$ cat src/rtl/sqllex_pkg.sv
// ----------------------------------------------------------------------------
// sqllex_pkg
// Shared types, character codes and lexing functions for the SQL lexer.
// ----------------------------------------------------------------------------
package sqllex_pkg;

    // result kinds
    localparam logic [2:0] KIND_SYMBOL = 3'd0;
    localparam logic [2:0] KIND_STRING = 3'd1;
    localparam logic [2:0] KIND_NUMBER = 3'd2;
    localparam logic [2:0] KIND_BOOL   = 3'd3;
    localparam logic [2:0] KIND_IDENT  = 3'd4;
    localparam logic [2:0] KIND_EOT    = 3'd5;
    localparam logic [2:0] KIND_ERROR  = 3'd6;

    // character codes
    localparam logic [7:0] CH_NUL    = 8'h00;
    localparam logic [7:0] CH_TAB    = 8'h09;
    localparam logic [7:0] CH_CR     = 8'h0D;
    localparam logic [7:0] CH_SPACE  = 8'h20;
    localparam logic [7:0] CH_BANG   = 8'h21;
    localparam logic [7:0] CH_DQUOTE = 8'h22;
    localparam logic [7:0] CH_SQUOTE = 8'h27;
    localparam logic [7:0] CH_LPAREN = 8'h28;
    localparam logic [7:0] CH_RPAREN = 8'h29;
    localparam logic [7:0] CH_STAR   = 8'h2A;
    localparam logic [7:0] CH_COMMA  = 8'h2C;
    localparam logic [7:0] CH_DOT    = 8'h2E;
    localparam logic [7:0] CH_0      = 8'h30;
    localparam logic [7:0] CH_9      = 8'h39;
    localparam logic [7:0] CH_SEMI   = 8'h3B;
    localparam logic [7:0] CH_LT     = 8'h3C;
    localparam logic [7:0] CH_EQ     = 8'h3D;
    localparam logic [7:0] CH_GT     = 8'h3E;
    localparam logic [7:0] CH_UA     = 8'h41;
    localparam logic [7:0] CH_UZ     = 8'h5A;
    localparam logic [7:0] CH_UNDER  = 8'h5F;
    localparam logic [7:0] CH_LA     = 8'h61;
    localparam logic [7:0] CH_LZ     = 8'h7A;
    localparam logic [7:0] CASE_GAP  = 8'h20;

    localparam logic [7:0] WordTrue  [4] = '{8'h54, 8'h52, 8'h55, 8'h45};
    localparam logic [7:0] WordFalse [5] = '{8'h46, 8'h41, 8'h4C, 8'h53, 8'h45};
    localparam logic [2:0] WordLenSat = 3'd6;

    // results per item and command queue sizing
    localparam int MaxRes   = 4;
    localparam int ResIdxW  = $clog2(MaxRes);
    localparam int ResCntW  = $clog2(MaxRes + 1);
    localparam int CmdDepth = 4;
    localparam int CmdPtrW  = $clog2(CmdDepth);
    localparam int CmdCntW  = $clog2(CmdDepth + 1);

    typedef enum logic [2:0] {
        MODE_IDLE   = 3'd0,
        MODE_STRING = 3'd1,
        MODE_NUMBER = 3'd2,
        MODE_WORD   = 3'd3,
        MODE_PEND   = 3'd4,
        MODE_ERROR  = 3'd5
    } t_mode;

    typedef enum logic [1:0] {
        OP_NONE = 2'd0,
        OP_LT   = 2'd1,
        OP_GT   = 2'd2,
        OP_BANG = 2'd3
    } t_op;

    typedef struct packed {
        logic [7:0] ch;
        logic       end_of_text;
    } t_in;

    typedef struct packed {
        logic [2:0] kind;
        logic [7:0] out_char;
        logic       has_char;
        logic       token_end;
        logic       last;
    } t_out;

    typedef struct packed {
        t_mode      mode;
        logic       quote_dbl;
        logic       seen_dot;
        t_op        pend_op;
        logic [2:0] word_len;
        logic       may_true;
        logic       may_false;
    } t_lex_state;

    // results of one item, packed for the queue
    typedef struct packed {
        logic [ResCntW-1:0]      count;
        t_out [MaxRes-1:0]       res;
    } t_cmd;

    typedef struct packed {
        t_lex_state st;
        t_cmd       cmd;
    } t_step;

    function automatic logic is_space(logic [7:0] c);
        return c == CH_SPACE || (c >= CH_TAB && c <= CH_CR);
    endfunction

    function automatic logic is_digit(logic [7:0] c);
        return c >= CH_0 && c <= CH_9;
    endfunction

    function automatic logic is_alpha(logic [7:0] c);
        return (c >= CH_UA && c <= CH_UZ) || (c >= CH_LA && c <= CH_LZ);
    endfunction

    function automatic t_lex_state go_idle(t_lex_state s);
        t_lex_state r;
        r           = s;
        r.mode      = MODE_IDLE;
        r.pend_op   = OP_NONE;
        r.seen_dot  = 1'b0;
        r.word_len  = 3'd0;
        r.may_true  = 1'b1;
        r.may_false = 1'b1;
        return r;
    endfunction

    function automatic t_step add_res(t_step x, logic [2:0] kind, logic [7:0] c,
                                      logic has, logic fin);
        t_step r;
        r = x;
        r.cmd.res[r.cmd.count[ResIdxW-1:0]] =
            '{kind: kind, out_char: c, has_char: has, token_end: fin, last: 1'b0};
        r.cmd.count = r.cmd.count + ResCntW'(1);
        return r;
    endfunction

    function automatic t_step word_char(t_step x, logic [7:0] c);
        logic [7:0] u;
        t_step      r;
        u = (c >= CH_LA && c <= CH_LZ) ? c - CASE_GAP : c;
        r = x;
        if (r.st.word_len < 3'd4) begin
            if (u != WordTrue[r.st.word_len[1:0]]) r.st.may_true = 1'b0;
        end else begin
            r.st.may_true = 1'b0;
        end
        if (r.st.word_len < 3'd5) begin
            if (u != WordFalse[r.st.word_len]) r.st.may_false = 1'b0;
        end else begin
            r.st.may_false = 1'b0;
        end
        if (r.st.word_len < WordLenSat) r.st.word_len = r.st.word_len + 3'd1;
        return add_res(r, KIND_IDENT, u, 1'b1, 1'b0);
    endfunction

    function automatic logic [2:0] word_kind(t_lex_state s);
        if ((s.word_len == 3'd4 && s.may_true) || (s.word_len == 3'd5 && s.may_false))
            return KIND_BOOL;
        return KIND_IDENT;
    endfunction

    function automatic logic [7:0] op_byte(t_op op);
        if (op == OP_LT) return CH_LT;
        if (op == OP_GT) return CH_GT;
        return CH_BANG;
    endfunction

    function automatic t_step start_token(t_step x, logic [7:0] c);
        t_step r;
        r = x;
        if (is_space(c)) begin
            return r;
        end else if (c == CH_LT || c == CH_GT || c == CH_BANG) begin
            r.st.mode    = MODE_PEND;
            r.st.pend_op = (c == CH_LT) ? OP_LT : (c == CH_GT) ? OP_GT : OP_BANG;
        end else if (c == CH_COMMA || c == CH_LPAREN || c == CH_RPAREN || c == CH_EQ ||
                     c == CH_STAR || c == CH_DOT || c == CH_SEMI) begin
            r = add_res(r, KIND_SYMBOL, c, 1'b1, 1'b0);
            r = add_res(r, KIND_SYMBOL, CH_NUL, 1'b0, 1'b1);
        end else if (c == CH_SQUOTE || c == CH_DQUOTE) begin
            r.st.mode      = MODE_STRING;
            r.st.quote_dbl = (c == CH_DQUOTE);
        end else if (is_digit(c)) begin
            r.st.mode     = MODE_NUMBER;
            r.st.seen_dot = 1'b0;
            r = add_res(r, KIND_NUMBER, c, 1'b1, 1'b0);
        end else if (is_alpha(c) || c == CH_UNDER) begin
            r.st.mode      = MODE_WORD;
            r.st.word_len  = 3'd0;
            r.st.may_true  = 1'b1;
            r.st.may_false = 1'b1;
            r = word_char(r, c);
        end else begin
            r.st.mode = MODE_ERROR;
            r = add_res(r, KIND_ERROR, c, 1'b0, 1'b1);
        end
        return r;
    endfunction

    function automatic t_step on_byte(t_step x, logic [7:0] c);
        t_step      r;
        logic [7:0] op_c;
        r    = x;
        op_c = op_byte(r.st.pend_op);
        unique case (r.st.mode)
            MODE_ERROR: begin
            end
            MODE_STRING: begin
                if (c == (r.st.quote_dbl ? CH_DQUOTE : CH_SQUOTE)) begin
                    r.st = go_idle(r.st);
                    r = add_res(r, KIND_STRING, CH_NUL, 1'b0, 1'b1);
                end else begin
                    r = add_res(r, KIND_STRING, c, 1'b1, 1'b0);
                end
            end
            MODE_NUMBER: begin
                if (is_digit(c)) begin
                    r = add_res(r, KIND_NUMBER, c, 1'b1, 1'b0);
                end else if (c == CH_DOT && !r.st.seen_dot) begin
                    r.st.seen_dot = 1'b1;
                    r = add_res(r, KIND_NUMBER, c, 1'b1, 1'b0);
                end else begin
                    r = add_res(r, KIND_NUMBER, CH_NUL, 1'b0, 1'b1);
                    r.st = go_idle(r.st);
                    r = start_token(r, c);
                end
            end
            MODE_WORD: begin
                if (is_alpha(c) || is_digit(c) || c == CH_UNDER) begin
                    r = word_char(r, c);
                end else begin
                    r = add_res(r, word_kind(r.st), CH_NUL, 1'b0, 1'b1);
                    r.st = go_idle(r.st);
                    r = start_token(r, c);
                end
            end
            MODE_PEND: begin
                if (c == CH_EQ) begin
                    r = add_res(r, KIND_SYMBOL, op_c, 1'b1, 1'b0);
                    r = add_res(r, KIND_SYMBOL, CH_EQ, 1'b1, 1'b0);
                    r.st = go_idle(r.st);
                    r = add_res(r, KIND_SYMBOL, CH_NUL, 1'b0, 1'b1);
                end else if (r.st.pend_op == OP_BANG || r.st.pend_op == OP_NONE) begin
                    // lone bang: the byte after it is dropped
                    r.st      = go_idle(r.st);
                    r.st.mode = MODE_ERROR;
                    r = add_res(r, KIND_ERROR, CH_BANG, 1'b0, 1'b1);
                end else begin
                    r = add_res(r, KIND_SYMBOL, op_c, 1'b1, 1'b0);
                    r = add_res(r, KIND_SYMBOL, CH_NUL, 1'b0, 1'b1);
                    r.st = go_idle(r.st);
                    r = start_token(r, c);
                end
            end
            default: begin
                r.st = go_idle(r.st);
                r = start_token(r, c);
            end
        endcase
        return r;
    endfunction

    function automatic t_step on_end(t_step x);
        t_step      r;
        logic [7:0] op_c;
        r    = x;
        op_c = op_byte(r.st.pend_op);
        unique case (r.st.mode)
            MODE_ERROR: begin
                r.st = go_idle(r.st);
                return r;
            end
            MODE_STRING: begin
                // unterminated string: error only, no end-of-text result
                r.st = go_idle(r.st);
                return add_res(r, KIND_ERROR, CH_NUL, 1'b0, 1'b1);
            end
            MODE_NUMBER: r = add_res(r, KIND_NUMBER, CH_NUL, 1'b0, 1'b1);
            MODE_WORD:   r = add_res(r, word_kind(r.st), CH_NUL, 1'b0, 1'b1);
            MODE_PEND: begin
                if (r.st.pend_op == OP_BANG || r.st.pend_op == OP_NONE) begin
                    r.st = go_idle(r.st);
                    return add_res(r, KIND_ERROR, CH_BANG, 1'b0, 1'b1);
                end
                r = add_res(r, KIND_SYMBOL, op_c, 1'b1, 1'b0);
                r = add_res(r, KIND_SYMBOL, CH_NUL, 1'b0, 1'b1);
            end
            default: begin
            end
        endcase
        r.st = go_idle(r.st);
        return add_res(r, KIND_EOT, CH_NUL, 1'b0, 1'b1);
    endfunction

endpackage

$ cat src/rtl/sqllex_front.sv
// ----------------------------------------------------------------------------
// sqllex_front
// Accepts text bytes, runs the lexer state and packs each item's results
// into one command for the queue.
// ----------------------------------------------------------------------------
module sqllex_front (
    input  logic                 i_clk,
    input  logic                 i_rst_n,
    input  logic                 i_push,
    input  sqllex_pkg::t_in      i_data,
    output logic                 o_full,
    input  logic                 i_q_full,
    output logic                 o_q_wr,
    output sqllex_pkg::t_cmd     o_q_cmd
);

    sqllex_pkg::t_lex_state r_st;
    sqllex_pkg::t_lex_state n_st;
    sqllex_pkg::t_step      w_step;
    logic                   w_accept;
    logic [sqllex_pkg::ResIdxW-1:0] w_last_idx;

    assign o_full   = i_q_full;
    assign w_accept = i_push && !i_q_full;

    always_comb begin
        w_step.st  = r_st;
        w_step.cmd = '0;
        if (i_data.end_of_text) begin
            w_step = sqllex_pkg::on_end(w_step);
        end else begin
            w_step = sqllex_pkg::on_byte(w_step, i_data.ch);
        end
        w_last_idx = sqllex_pkg::ResIdxW'(w_step.cmd.count - sqllex_pkg::ResCntW'(1));
        if (w_step.cmd.count != '0) w_step.cmd.res[w_last_idx].last = 1'b1;
        n_st = w_accept ? w_step.st : r_st;
    end

    // items that give no result never enter the queue
    assign o_q_wr  = w_accept && (w_step.cmd.count != '0);
    assign o_q_cmd = w_step.cmd;

    always_ff @(posedge i_clk) begin
        if (!i_rst_n) begin
            r_st <= '{mode: sqllex_pkg::MODE_IDLE, quote_dbl: 1'b0, seen_dot: 1'b0,
                      pend_op: sqllex_pkg::OP_NONE, word_len: 3'd0, may_true: 1'b1,
                      may_false: 1'b1};
        end else begin
            r_st <= n_st;
        end
    end

endmodule

$ cat src/rtl/sqllex_cmd_fifo.sv
// ----------------------------------------------------------------------------
// sqllex_cmd_fifo
// Short command queue between the lexer front and the result back end.
// ----------------------------------------------------------------------------
module sqllex_cmd_fifo (
    input  logic             i_clk,
    input  logic             i_rst_n,
    input  logic             i_wr,
    input  sqllex_pkg::t_cmd i_wdata,
    output logic             o_full,
    input  logic             i_rd,
    output sqllex_pkg::t_cmd o_rdata,
    output logic             o_empty
);

    sqllex_pkg::t_cmd                r_mem [sqllex_pkg::CmdDepth];
    logic [sqllex_pkg::CmdPtrW-1:0]  r_wp;
    logic [sqllex_pkg::CmdPtrW-1:0]  r_rp;
    logic [sqllex_pkg::CmdCntW-1:0]  r_cnt;

    assign o_full  = r_cnt == sqllex_pkg::CmdCntW'(sqllex_pkg::CmdDepth);
    assign o_empty = r_cnt == '0;
    assign o_rdata = r_mem[r_rp];

    always_ff @(posedge i_clk) begin
        if (i_wr) r_mem[r_wp] <= i_wdata;
    end

    always_ff @(posedge i_clk) begin
        if (!i_rst_n) begin
            r_wp  <= '0;
            r_rp  <= '0;
            r_cnt <= '0;
        end else begin
            if (i_wr) r_wp <= r_wp + sqllex_pkg::CmdPtrW'(1);
            if (i_rd) r_rp <= r_rp + sqllex_pkg::CmdPtrW'(1);
            r_cnt <= r_cnt + sqllex_pkg::CmdCntW'(i_wr) - sqllex_pkg::CmdCntW'(i_rd);
        end
    end

endmodule

$ cat src/rtl/sqllex_back.sv
// ----------------------------------------------------------------------------
// sqllex_back
// Walks the results of the head command into the output register, one a
// cycle while that register is empty or being popped.
// ----------------------------------------------------------------------------
module sqllex_back (
    input  logic             i_clk,
    input  logic             i_rst_n,
    input  sqllex_pkg::t_cmd i_head,
    input  logic             i_q_empty,
    output logic             o_q_rd,
    input  logic             i_pop,
    output sqllex_pkg::t_out o_data,
    output logic             o_empty
);

    logic [sqllex_pkg::ResIdxW-1:0] r_idx;
    logic [sqllex_pkg::ResIdxW-1:0] n_idx;
    logic                           r_vld;
    logic                           n_vld;
    sqllex_pkg::t_out               r_out;
    logic                           w_take;
    logic                           w_load;
    logic                           w_head_last;

    always_comb begin
        // output slot is free or being taken this cycle
        w_take      = !r_vld || i_pop;
        w_load      = w_take && !i_q_empty;
        w_head_last = (sqllex_pkg::ResCntW'(r_idx) + sqllex_pkg::ResCntW'(1)) == i_head.count;
        n_vld       = w_take ? !i_q_empty : r_vld;
        n_idx       = r_idx;
        if (w_load) n_idx = w_head_last ? '0 : r_idx + sqllex_pkg::ResIdxW'(1);
    end

    assign o_q_rd  = w_load && w_head_last;
    assign o_data  = r_out;
    assign o_empty = !r_vld;

    always_ff @(posedge i_clk) begin
        if (w_load) r_out <= i_head.res[r_idx];
    end

    always_ff @(posedge i_clk) begin
        if (!i_rst_n) begin
            r_vld <= 1'b0;
            r_idx <= '0;
        end else begin
            r_vld <= n_vld;
            r_idx <= n_idx;
        end
    end

endmodule

$ cat src/rtl/sql_token_lexer.sv
// ----------------------------------------------------------------------------
// sql_token_lexer
// Streaming SQL lexer: text bytes in, token characters and closing results out.
// ----------------------------------------------------------------------------
//  channel  | handshake         | payload
//  ---------+-------------------+-------------------------------------------
//  input    | push / full       | i_data : ch, end_of_text
//  result   | pop / empty       | o_data : kind, out_char, has_char,
//           |                   |          token_end, last
//
// One item is taken per cycle while the four-entry command queue has room.
// Results leave at one per cycle from the output register while pop is high
// or the register is empty; an item gives at most four results.
// With the back end idle, an item's first result reaches the ports through
// the command queue and then the output register.
// Synchronous reset clears lexer state, empties the queue and marks the output register empty.
// Pop held low stalls the back end only; the front keeps filling the queue until it is full.
// ----------------------------------------------------------------------------
module sql_token_lexer (
    input  logic             i_clk,
    input  logic             i_rst_n,
    input  logic             push,
    input  sqllex_pkg::t_in  i_data,
    output logic             full,
    input  logic             pop,
    output sqllex_pkg::t_out o_data,
    output logic             empty
);

    logic             w_q_full;
    logic             w_q_wr;
    sqllex_pkg::t_cmd w_q_wdata;
    logic             w_q_rd;
    sqllex_pkg::t_cmd w_q_head;
    logic             w_q_empty;

    sqllex_front u_front (
        .i_clk   (i_clk),
        .i_rst_n (i_rst_n),
        .i_push  (push),
        .i_data  (i_data),
        .o_full  (full),
        .i_q_full(w_q_full),
        .o_q_wr  (w_q_wr),
        .o_q_cmd (w_q_wdata)
    );

    sqllex_cmd_fifo u_fifo (
        .i_clk  (i_clk),
        .i_rst_n(i_rst_n),
        .i_wr   (w_q_wr),
        .i_wdata(w_q_wdata),
        .o_full (w_q_full),
        .i_rd   (w_q_rd),
        .o_rdata(w_q_head),
        .o_empty(w_q_empty)
    );

    sqllex_back u_back (
        .i_clk    (i_clk),
        .i_rst_n  (i_rst_n),
        .i_head   (w_q_head),
        .i_q_empty(w_q_empty),
        .o_q_rd   (w_q_rd),
        .i_pop    (pop),
        .o_data   (o_data),
        .o_empty  (empty)
    );

endmodule

$ cat config.mk
export PLATFORM = sky130hd
export DESIGN_NAME = sql_token_lexer
export DESIGN_NICKNAME = d
export VERILOG_FILES = /design/src/rtl/sqllex_pkg.sv /design/src/rtl/sqllex_front.sv /design/src/rtl/sqllex_cmd_fifo.sv /design/src/rtl/sqllex_back.sv /design/src/rtl/sql_token_lexer.sv
export SDC_FILE = /design/constraint.sdc
export NUM_CORES = 1
export LEC_CHECK = 0
export BUFFER_PORTS_ARGS = -buffer_cell sky130_fd_sc_hd__buf_4
export CAP_MARGIN = 20
export CORE_ASPECT_RATIO = 1.4
export CORE_MARGIN = 2
export CORE_UTILIZATION = 35
export DETAILED_ROUTE_END_ITERATION = 12
export GPL_ROUTABILITY_DRIVEN = 1
export PLACE_DENSITY_LB_ADDON = 0.1
export SLEW_MARGIN = 20
export SYNTH_ARGS = -nofsm -noshare
export SYNTH_HDL_FRONTEND = slang
export SYNTH_SLANG_ARGS = --single-unit
export TNS_END_PERCENT = 20
$ cat constraint.sdc
create_clock -name i_clk -period 10.45 [get_ports i_clk]
set_clock_uncertainty 0.05 [all_clocks]
set_input_delay 2.09 -clock i_clk [delete_from_list [all_inputs] [get_ports i_clk]]
set_output_delay 2.09 -clock i_clk [all_outputs]
set_load 0.05 [all_outputs]
Word-level counts from Yosys, hierarchy flattened
Memories as Yosys holds them, arrays and structs flattened. A register that Yosys moved wholly into a read port is not among the register bits.
Cells that the tools add are included.
W data, S select, Z words.
{"block": "classes", "n_addsub": 10, "order_cmp": 18, "eq_ne": 60, "n_mux": 137, "bitwise": 5, "reduce_logical": 46}
{"operator": "$mux W71", "count": 32}
{"operator": "$pmux W71 S5", "count": 1}
{"operator": "$mux W67", "count": 4}
{"operator": "$mux W64", "count": 4}
{"operator": "$pmux W71 S3", "count": 1}
{"operator": "$pmux W59 S3", "count": 1}
{"operator": "$mux W8", "count": 14}
{"operator": "$eq A8 B6 Y1 const B", "count": 13}
{"operator": "$mux W59", "count": 1}
{"operator": "$mux W58", "count": 1}
{"operator": "$bwmux W56", "count": 1}
{"operator": "$demux W14 S2", "count": 2}
{"operator": "$mux W56", "count": 1}
{"operator": "$and A44 B44 Y44", "count": 1}
{"operator": "$not A44 Y44", "count": 1}
{"operator": "$mux W1", "count": 43}
{"operator": "$bmux W14 S2", "count": 1}
{"operator": "$mux W14", "count": 2}
{"operator": "$mux W3", "count": 9}
{"operator": "$reduce_and A27 Y1", "count": 1}
{"operator": "$mux W2", "count": 12}
{"operator": "$reduce_and A6 Y1", "count": 4}
{"operator": "$ne A4 B4 Y1 const B", "count": 5}
{"operator": "$ne A3 B3 Y1 const B", "count": 6}
{"operator": "other kinds (52)", "count": 115}
{"block": "totals", "ff_bits": 36, "ramBits": 236, "rom_bits": 64, "in_bits": 13, "output_inout_bits": 16, "mem_count": 2}
{"memory": "u_fifo.r_mem", "words": 4, "word_bits": 59, "read_ports": 1, "rd_clocked_by_memory_dff": 1, "write_ports": 1, "line": "sqllex_cmd_fifo.sv:16", "source": "sqllex_pkg::t_cmd r_mem [sqllex_pkg::CmdDepth];"}
{"memory": "(name not given)", "words": 8, "word_bits": 8, "read_ports": 1, "rd_clocked_by_memory_dff": 0, "write_ports": 0, "line": "sqllex_pkg.sv:149", "source": "if (u != WordFalse[r.st.word_len]) r.st.may_false = 1'b0;"}

Longest topological paths before layout
{"block": "logic_depth", "ltp_word": 26, "ltp_mapped": 20, "mapped_depth_nobuf": 19}

Modules after synthesis
From an unflattened synthesis, not the netlist that was laid out.
{"block": "hier_totals", "cells_unflattened": 863, "area_unflattened_um2": 13051.3}
{"mod": "sqllex_cmd_fifo", "n_inst": 1, "cells_per_inst": 352, "area_per_inst_um2": 8969.9}
{"mod": "sqllex_front", "n_inst": 1, "cells_per_inst": 458, "area_per_inst_um2": 3096.7}
{"mod": "sqllex_back", "n_inst": 1, "cells_per_inst": 53, "area_per_inst_um2": 984.7}

Worst setup path before layout
Ideal clock, no wire load.
{"block": "synth_timing", "path_kind": "input to register", "start": "in i_data[7] (netlist bit)", "end": "mem u_fifo.r_mem[0][0] (netlist bit) (enable)", "setup_time_ps": 409, "arrival_ps": 4944, "required_ps": 9991, "path_slack_ps": 5046, "stages": 9, "path_cell_list": "buf_6 -> or3_1 -> o32a_1 -> and3_1 -> buf_6 -> nand4_2 -> a41oi_2 -> a31oi_4 -> and2_1"}
{"block": "synth_via", "elab_chain_len": 19}
{"item": "from (decl)", "line": "sql_token_lexer.sv:23", "source": "input sqllex_pkg::t_in i_data,"}
{"item": "branches (longest 13 deep; another with $ge A8 B4 Y1)"}
{"item": "$pmux W71 S5 *", "line": "sqllex_pkg.sv:206", "source": "unique case (r.st.mode)"}
{"item": "$mux W71 *", "line": "sqllex_front.sv:29", "source": "if (i_data.end_of_text) begin"}
{"item": "$reduce_bool A3 Y1 *", "line": "sqllex_front.sv:40", "source": "assign o_q_wr = w_accept && (w_step.cmd.count != '0);"}
{"item": "$logic_and A1 B1 Y1 *", "line": "sqllex_front.sv:40"}
{"item": "$mux W1 *", "line": "sqllex_cmd_fifo.sv:26", "source": "if (i_wr) r_mem[r_wp] <= i_wdata;"}
{"item": "$mux W1 (not written as such) *", "line": "sqllex_cmd_fifo.sv:26"}
{"item": "to (decl)", "line": "sqllex_cmd_fifo.sv:16"}
Mark *: on every way between the ends. The select of a mux whose other input is x is not followed.

Final worst setup path
{"block": "layout_timing", "start": "in i_data[6] (netlist bit)", "end": "reg u_fifo.r_cnt[2] (netlist bit)"}
{"block": "layout_via", "elab_chain_len": 19}
{"item": "branches (longest 13 deep; another with $ge A8 B4 Y1)"}
{"item": "$pmux W71 S5 *", "line": "sqllex_pkg.sv:206"}
{"item": "$mux W71 *", "line": "sqllex_front.sv:29"}
{"item": "$reduce_bool A3 Y1 *", "line": "sqllex_front.sv:40"}
{"item": "$logic_and A1 B1 Y1 *", "line": "sqllex_front.sv:40"}
{"item": "$add A3 B1 Y3 *", "line": "sqllex_cmd_fifo.sv:37", "source": "r_cnt <= r_cnt + sqllex_pkg::CmdCntW'(i_wr) - sqllex_pkg::CmdCntW'(i_rd);"}
{"item": "$sub A3 B1 Y3 *", "line": "sqllex_cmd_fifo.sv:37"}
{"item": "to (signal assigned)", "line": "sqllex_cmd_fifo.sv:37"}
{"item": "to (decl)", "line": "sqllex_cmd_fifo.sv:19", "source": "logic [sqllex_pkg::CmdCntW-1:0] r_cnt;"}
Marked as above.
A chain may end at the register's enable or synchronous reset.

==> impl_metrics.toml <==
[synth]
async_flop_share_pct = 0
synth_warnings = 0
yosysUniqueCellTypes = 82
synthCells = 772
synth_seq_cells = 226
synth-edff-count = 202
ys_seq_area_share_pct = 60.7
synth_area_per_cell_um2 = 14.0
syn_area_mm2 = 0.0108
synth_flop_cell = "edfxtp_1"
syn_nets = 805

[power]
combPwrFrac_pct = 29.4
ir_worst_vdd_uv = 101
p_clk_share_pct = 27.1
power.sequential.fraction_pct = 43.5
p_int_mw = 1.92
p_leak_nw = 4.10
p_switching_mw = 0.885
swShare_pct = 31.6
finalPower_mw = 2.80
p_per_area_mw_per_mm2 = 234

[clock_network]
post_cts_buffers = 0
cts.path.max_buffers = 3
clkTransAtPathRegs_ns = 0.06
cts_tree = "done"
cts_buffers = 23
htree_num_levels = 1
clk-insertion-delay-late_ns = 0.53
cts-root-buf = "clkbuf_16"
ctsResizeCount = 0
cts.sinks = 226
cts_hold_buf = 0

[run_status]
status = "finished, final reports clean"

[layout]
diodes = 0
nNetsFinal = 820
drive_gt1_share_pct = 18.2
final_common_cell = "edfxtp_1"
fin_cells = 1193
layout_common_cells = "202 x edfxtp_1, 51 x mux4_2, 49 x nand2_1"
areaGrowthSynthToFinish_pct = 11.3

[setup_path]
r2r_cells = 16
cp.required_ns = 10.82
critPathMaxStageDelay_ns = 0.54
reg2reg_to = "u_fifo.r_cnt[2]$_SDFF_PN0_"
arrival_ns = 5.95
cp_num_buf_inv = 4
crit_fanout = 13
rr_startpoint = "u_front.r_st[10]$_SDFFE_PN0P_"
cp_top_family = "simple AND/OR/NAND/NOR gates"
end_kind = "register"
path_cells = "buf_4 > nor3b_4 > nand3_1 > nand3_1 > o31a_2 > nor2_4 > o22ai_2 > a31oi_4 > inv_1 > ha_1 > inv_1 > ha_1 > inv_1 > fa_1 > xnor2_1 > xnor2_1 > and2_1"
cp_num_cells = 17
startpoint_type = "input port"
r2r_setup_slack_ns = 5.80
slowest_stage = "nand3_1"
crit_top_cell = "inv_1"
critPathKind = "input port to register"

[placement]
hpwl_mm = 19.1
placed_cells = 1152
gp_congestion = 0.918
io_buffers = 28
pre_cts_slack_ns = 4.37

[detailed_routing]
routed_wirelength_mm = 28.4
vias = 6707
wl_per_cell_um = 23.8
drt-pass1-iter-count = 5
viasPerCell = 5.62
ant_nets = 0
drc_errors = 0
first_iter_violations = 526

[global_route]
grtUsageTotal_pct = 17.7
grt_pass1_vias = 6907
grt_pass1_wl_mm = 43.3
antenna_found_initial = 0
gr-total-overflow = 0
grt_max_degree = 48

[sta]
tns_ns = 0
drv_slew = 0
tightest_slew_ns = 0.972
worst_slack_ns = 4.87
timing.final.crit_share_pct = 53.4
post-route-min-period_ns = 5.58
finalSetupViolCount = 0
rsz0062_at_grt = "false"
timing.slew.headroom_pct = 35.2
fmax_ghz = 0.179
hold_viol = 0

[worst_hold_path]
hp-class = "register to register"
holdCritStartpoint = "u_front.r_st[5]$_SDFFE_PN0P_"
min_to = "u_front.r_st[5]$_SDFFE_PN0P_"
worstHoldPathCells = 1

[floorplanning]
fp.dieH_um = 212
initial_core_util_pct = 35.3
dieArea_mm2 = 0.0322
die_x_um = 152
ios = 29
core_area_mm2 = 0.0305
rows = 76

[job]
maxCapViolations = 0
## power groups by stage
stage | Combinational [mW] | Sequential, mW | Clock (mW)
finish | 0.825 | 1.22 | 0.760
global route | 0.898 | 1.23 | 0.820
global placement | 0.838 | 1.23 | 0
floorplan | 0.505 | 1.33 | 0
CTS | 0.845 | 1.22 | 0.786
detailed placement | 0.843 | 1.24 | 0
## per-stage QoR
| step | area [um^2] | utilization, % | hold WS [ns] |
|---|---|---|---|
| 2_1_floorplan | 10800 | - | 0.391 |
| 3_3_place_gp | 11300 | 37.0 | 0.406 |
| 3_5_place_dp | 11300 | 37.0 | 0.414 |
| 4_1_cts | 12000 | 39.3 | 0.434 |
| 5_1_grt | 12000 | 39.3 | 0.460 |
| 6_report | 12000 | 39.3 | 0.428 |
## state kept, by name, summed over array words and instances (netlist names), named ones only
name           count
u_back.r_idx       2
u_fifo.r_wp        2
u_fifo.r_rp        2
u_back.o_data     14
u_fifo.r_mem     188
u_front.r_st      12
u_back.r_vld       1
u_fifo.r_cnt       3
## layer usage
metal,routed length (um),track usage (%),vias to the layer above
met5,0,0,-
met4,789,6.25,0
met3,935,2.01,50
met2,14500,31.3,155
met1,12200,22.5,3474
li1,-,-,3028
## synth_stat cells (13+ instances only)
library cell / count / area share [%]
and2_1: 15 / 0.87
nand2_1: 49 / 1.7
ha_1: 19 / 2.2
dfxtp_1: 24 / 4.5
nand3_1: 20 / 0.93
a21oi_1: 32 / 1.5
inv_1: 34 / 1.2
clkbuf_1: 19 / 0.66
o21ai_0: 22 / 1.0
nor2_1: 46 / 1.6
a31oi_1: 13 / 0.75
buf_2: 14 / 0.65
mux4_2: 51 / 11
edfxtp_1: 202 / 56
mux2i_1: 14 / 1.3
## worst max path at each step
stage              start                      endpoint  slack, ns
2_1_floorplan  i_data[7]  u_fifo.r_mem[0][0]$_DFFE_PP_       5.05
3_3_place_gp   i_data[6]    u_fifo.r_cnt[2]$_SDFF_PN0_       4.52
3_5_place_dp   i_data[6]    u_fifo.r_cnt[2]$_SDFF_PN0_       4.37
4_1_cts        i_data[6]    u_fifo.r_cnt[2]$_SDFF_PN0_       4.91
5_1_grt        i_data[6]    u_fifo.r_cnt[2]$_SDFF_PN0_       4.55
6_report       i_data[6]    u_fifo.r_cnt[2]$_SDFF_PN0_       4.87
## cell type report
type	instances	area, um^2
repair buffers	38	285
clock buffers	26	587
inverters	35	131
well taps	390	488
clock inverters	15	98.8
fillers	2871	18500
flip-flops and latches	226	6550
multi-input cells	463	3850
## kinds of logic (layout without fill, tap and decap cells)
| family | Yosys count | after routing | synth area share [%] |
|---|---|---|---|
| fa+ha+maj | 20 | 20 | 2.39 |
| mux | 65 | 65 | 12.0 |
| flops | 226 | 226 | 60.7 |
| simple gates | 214 | 214 | 10.7 |
| xor+xnor | 14 | 14 | 1.14 |
| buf+inv | 83 | 114 | 3.61 |
| compound gates | 150 | 150 | 9.52 |
(Power assumes the default switching activity.)
